[src/rtl/imu_caf_pkg.sv]
// Shared types and constants for the IMU complementary attitude filter.
`default_nettype none
package imu_caf_pkg;
    typedef struct packed {
        logic signed [15:0] accel_x;
        logic signed [15:0] accel_y;
        logic signed [15:0] accel_z;
        logic signed [15:0] gyro_x;
        logic signed [15:0] gyro_y;
        logic signed [15:0] gyro_z;
    } t_imu_in;

    typedef struct packed {
        logic signed [31:0] pitch_angle;
        logic signed [31:0] roll_angle;
        logic signed [31:0] yaw_angle;
    } t_imu_out;

    localparam int CORDIC_FRAC = 24;
    localparam int TABLE_LEN   = 24;
    localparam logic [16:0] WEIGHT_ONE = 17'd65536;

    localparam logic [1:0] REG_ACCEL_WEIGHT = 2'd0;
    localparam logic [1:0] REG_TILT_GAIN    = 2'd1;
    localparam logic [1:0] REG_YAW_GAIN     = 2'd2;
    localparam logic [1:0] REG_YAW_BIAS     = 2'd3;

    localparam logic [16:0] RST_ACCEL_WEIGHT = 17'd1311;
    localparam logic [31:0] RST_TILT_GAIN    = 32'd1309441;
    localparam logic [31:0] RST_YAW_GAIN     = 32'd1309441;
    localparam logic [31:0] RST_YAW_BIAS     = 32'd0;

    // atan(2^-i) in degrees, 24 fractional bits
    function automatic logic [31:0] atan_deg(input logic [4:0] i);
        case (i)
            5'd0:  atan_deg = 32'd754974720;
            5'd1:  atan_deg = 32'd445687602;
            5'd2:  atan_deg = 32'd235489088;
            5'd3:  atan_deg = 32'd119537938;
            5'd4:  atan_deg = 32'd60000934;
            5'd5:  atan_deg = 32'd30029717;
            5'd6:  atan_deg = 32'd15018523;
            5'd7:  atan_deg = 32'd7509720;
            5'd8:  atan_deg = 32'd3754917;
            5'd9:  atan_deg = 32'd1877466;
            5'd10: atan_deg = 32'd938734;
            5'd11: atan_deg = 32'd469367;
            5'd12: atan_deg = 32'd234684;
            5'd13: atan_deg = 32'd117342;
            5'd14: atan_deg = 32'd58671;
            5'd15: atan_deg = 32'd29335;
            5'd16: atan_deg = 32'd14668;
            5'd17: atan_deg = 32'd7334;
            5'd18: atan_deg = 32'd3667;
            5'd19: atan_deg = 32'd1833;
            5'd20: atan_deg = 32'd917;
            5'd21: atan_deg = 32'd458;
            5'd22: atan_deg = 32'd229;
            5'd23: atan_deg = 32'd115;
            default: atan_deg = 32'd0;
        endcase
    endfunction
endpackage
`default_nettype wire

[src/rtl/imu_caf_front.sv]
// Input front end: two-entry queue of raw sample sets.
`default_nettype none
module imu_caf_front (
    input  wire logic                  i_clk,
    input  wire logic                  i_rst_n,
    input  wire logic                  push,
    output logic                       full,
    input  wire imu_caf_pkg::t_imu_in  i_item,
    output logic                       o_valid,
    input  wire logic                  i_take,
    output imu_caf_pkg::t_imu_in       o_item
);
    import imu_caf_pkg::*;

    t_imu_in    r_mem [2];
    logic       r_wp, r_rp;
    logic [1:0] r_cnt;
    logic       w_push, w_pop;

    assign full    = (r_cnt == 2'd2);
    assign o_valid = (r_cnt != 2'd0);
    assign o_item  = r_mem[r_rp];
    assign w_push  = push && !full;
    assign w_pop   = i_take && o_valid;

    always_ff @(posedge i_clk) begin
        if (w_push) begin
            r_mem[r_wp] <= i_item;
        end
        if (!i_rst_n) begin
            r_wp  <= 1'b0;
            r_rp  <= 1'b0;
            r_cnt <= 2'd0;
        end else begin
            if (w_push) r_wp <= ~r_wp;
            if (w_pop)  r_rp <= ~r_rp;
            r_cnt <= r_cnt + {1'b0, w_push} - {1'b0, w_pop};
        end
    end
endmodule
`default_nettype wire

[config.mk]
export PLATFORM = sky130hd
export DESIGN_NAME = imu_caf_front
export DESIGN_NICKNAME = d
export VERILOG_FILES = /design/src/rtl/imu_caf_pkg.sv /design/src/rtl/imu_caf_front.sv
export SDC_FILE = /design/constraint.sdc
export NUM_CORES = 1
export LEC_CHECK = 0
export BUFFER_PORTS_ARGS = -buffer_cell sky130_fd_sc_hd__buf_2
export CAP_MARGIN = 30
export CORE_MARGIN = 3
export CORE_UTILIZATION = 56
export CTS_CLUSTER_DIAMETER = 80
export DETAILED_ROUTE_END_ITERATION = 6
export GPL_TIMING_DRIVEN = 0
export PLACE_DENSITY = 0.93
export RECOVER_POWER = 25
export SLEW_MARGIN = 25
export SYNTH_ARGS = -nofsm -noshare
export SYNTH_HDL_FRONTEND = slang
export SYNTH_SLANG_ARGS = --single-unit
[constraint.sdc]
create_clock -name i_clk -period 9.7 [get_ports i_clk]
set_input_delay 1.455 -clock i_clk [delete_from_list [all_inputs] [get_ports i_clk]]
set_output_delay 1.455 -clock i_clk [all_outputs]
set_load 0.01 [all_outputs]
==> flow_summary.json <==
{
  "synthesis.area_um2": 7362,
  "clockBufferDepth": 2,
  "rr_startpoint": "r_cnt[0]",
  "outcome": "completed",
  "grt_start_max_net_pins": 54,
  "synth_top_area_frac": 0.7831,
  "r2r_cells": 6,
  "slew_violations": 0,
  "dpl.hpwl_um": 9104,
  "areaGrowthSynthToFinish_pct": 25.92,
  "numPortBuffers": 197,
  "slew_headroom": 0.5829,
  "rsz0062_at_grt": "false",
  "dp_cells": 700,
  "critical_path_class": "flip-flop to primary output",
  "clock.fmax_mhz": 319.7,
  "start_kind": "flip-flop",
  "ys_types": 20,
  "ys_warn_count": 0,
  "placementRows": 41,
  "grt_pass1_vias": 3967,
  "ys_ff_latch": 197,
  "worstSetupEndpoint": "o_item[84]",
  "drive_above_1_share": 0.5750,
  "antenna_cells": 0,
  "netlist_instances": 325,
  "cts_buffers": 17,
  "postCtsSetupRepairBufs": 0,
  "cts_hold_buf": 0,
  "root_buffer": "clkbuf_16",
  "drt-initial-drc-count": 203,
  "intPower_mw": 1.770,
  "synth_edf_count": 192,
  "async_flop_share": 0,
  "yosys.area.top_type": "edfxtp_1",
  "p_leak_nw": 3.555,
  "synth.avg_cell_area_um2": 22.65,
  "drtAntennaViolNets": 0,
  "die_area_um2": 14560,
  "drc": 0,
  "cp.arrival_ns": 1.67,
  "fin_cells": 732,
  "yosysMostFrequentCell": "edfxtp_1",
  "power.switching_uw": 623.0,
  "nFillCells": 788,
  "synthTopCellsByCount": "edfxtp_1 (192), mux2_2 (56), mux2_4 (40)",
  "peakVddDrop_mv": 0.1635,
  "start_util": 0.5787,
  "period_needed_ns": 3.128,
  "detailed_place.area_um2": 8728,
  "p_seq_frac": 0.458,
  "num_io_pins": 198,
  "wl_per_cell_um": 17.77,
  "end_kind": "primary output",
  "p_comb_frac": 0.264,
  "cts_sinks": 197,
  "gp_congestion": 0.7080,
  "via_per_inst": 5.079,
  "vias": 3718,
  "ys_seq_area_frac": 0.7967,
  "synth_fp_nets": 427,
  "cts_tree": "built",
  "grt_usage": 0.1816,
  "synth_ff_type": "edfxtp_1",
  "core_um2": 12720,
  "reg2reg_slack_ns": 7.72,
  "dpl_worst_slack_ns": 6.759,
  "hold_class": "flip-flop to flip-flop",
  "layout_setup_ws_ns": 6.572,
  "antenna_found_initial": 1,
  "routed_wirelength_um": 13010,
  "r2r_end": "r_mem[0][90]",
  "die_y_um": 120.7,
  "clock_latency_ns": 0.42,
  "period_share": 0.3225,
  "gr-total-overflow": 0,
  "setup_tns_ns": 0,
  "die_x_um": 120.7,
  "worst_slew_pin_slew_ns": 0.6257,
  "worstPathRequired_ns": 8.25,
  "finalClockSkew_ns": 0.01141,
  "power_density_nw_per_um2": 258.1,
  "hold_viol_final": 0,
  "final_nets": 649,
  "swShare": 0.2604,
  "path_clk_slew_ns": 0.06,
  "drv_cap": 0,
  "power_frac_clock": 0.278,
  "crit_fanout": 10,
  "synth.area.top_cells": "edfxtp_1 (78%), mux2_2 (8.6%), mux2_4 (8.2%)",
  "setup_viol": 0,
  "grt_first_pass_wirelength_um": 19750,
  "cts_resized": 0,
  "final_area_um2": 9270,
  "cts_max_level": 4,
  "firstDrtPassIters": 4
}
==> registers in the layout, summed over array words and instances, names as in the netlist, named ones only <==
register / count
r_cnt: 2
r_mem: 192
r_rp: 1
r_wp: 1
==> area by class of cell <==
class                   count  area, µm²  area share
plain buffers              11      131.4     0.01417
clock buffers              19      432.9     0.04670
clock inverters            13      131.4     0.01417
inverters                   3      11.26    0.001215
multi-input cells         114       1366      0.1474
flip-flops and latches    197       5866      0.6327
well taps                 172      215.2     0.02321
repair buffers            203       1116      0.1204
==> metal layers <==
layer / wire length [µm] / vias up / GRT usage
met5: 13 / - / 0
met4: 286 / 2 / 0.07720
met3: 1007 / 28 / 0.07343
met2: 6778 / 162 / 0.3074
met1: 4925 / 1797 / 0.2040
li1: - / 1729 / -
==> how the worst min path moves through the flow <==
stage / from / to / slack [ns] / depth (start not counted)
after global routing: r_wp / r_wp / 0.57 / 2
after global placement: r_wp / r_wp / 0.47 / 2
after CTS: r_rp / r_rp / 0.53 / 2
after detailed placement: r_rp / flip-flop / 0.51 / 2
after floorplan: r_wp / r_wp / 0.45 / 2
final: r_rp / r_rp / 0.52 / 2
==> power by group through the flow <==
stage,clock [mW],combinational [mW],sequential (mW)
after global routing,0.714,0.675,1.11
after global placement,0,0.586,1.13
after detailed placement,0,0.640,1.11
after CTS,0.680,0.644,1.10
final,0.665,0.631,1.10
after floorplan,0,0.399,1.12
==> cell families after synthesis <==
group | after synthesis | synth area share
muxes | 97 | 0.1686
xor gates and xnor gates | 3 | 0.003570
AOI/OAI and AO/OA | 1 | 0.001020
DFF | 197 | 0.7967
adders and majority gates | 2 | 0.003399
and+or+nand+nor | 11 | 0.007309
buffers and inverters | 14 | 0.01937
==> stage by stage <==
stage | util | power (mW) | hold slack, ns
floorplan | - | 1.520 | 0.4549
global placement | 0.6731 | 1.718 | 0.4659
detailed placement | 0.6861 | 1.755 | 0.5072
CTS | 0.7304 | 2.421 | 0.5309
global route | 0.7287 | 2.495 | 0.5718
finish | 0.7287 | 2.393 | 0.5179
==> layout by cell type (no fill, tap or decap), drive strengths merged, types with 2 or more instances in the layout <==
cell | Yosys | final
buf | 11 | 196
edfxtp | 192 | 192
mux2 | 96 | 96
clkbuf | 0 | 37
clkinv | 0 | 7
inv | 3 | 6
dfxtp | 5 | 5
nor2 | 4 | 4
nand2b | 2 | 2
nand2 | 2 | 2
xnor2 | 2 | 2
ha | 2 | 2
bufinv | 0 | 2
==> critical path, cell delays in order (launching register included) <==
cell and delay (ns):
dfxtp_1 0.32, buf_6 0.13, buf_8 0.18, buf_12 0.16, mux2_4 0.31, buf_2 0.14
No activity file was read; power rests on OpenSTA's default activity.
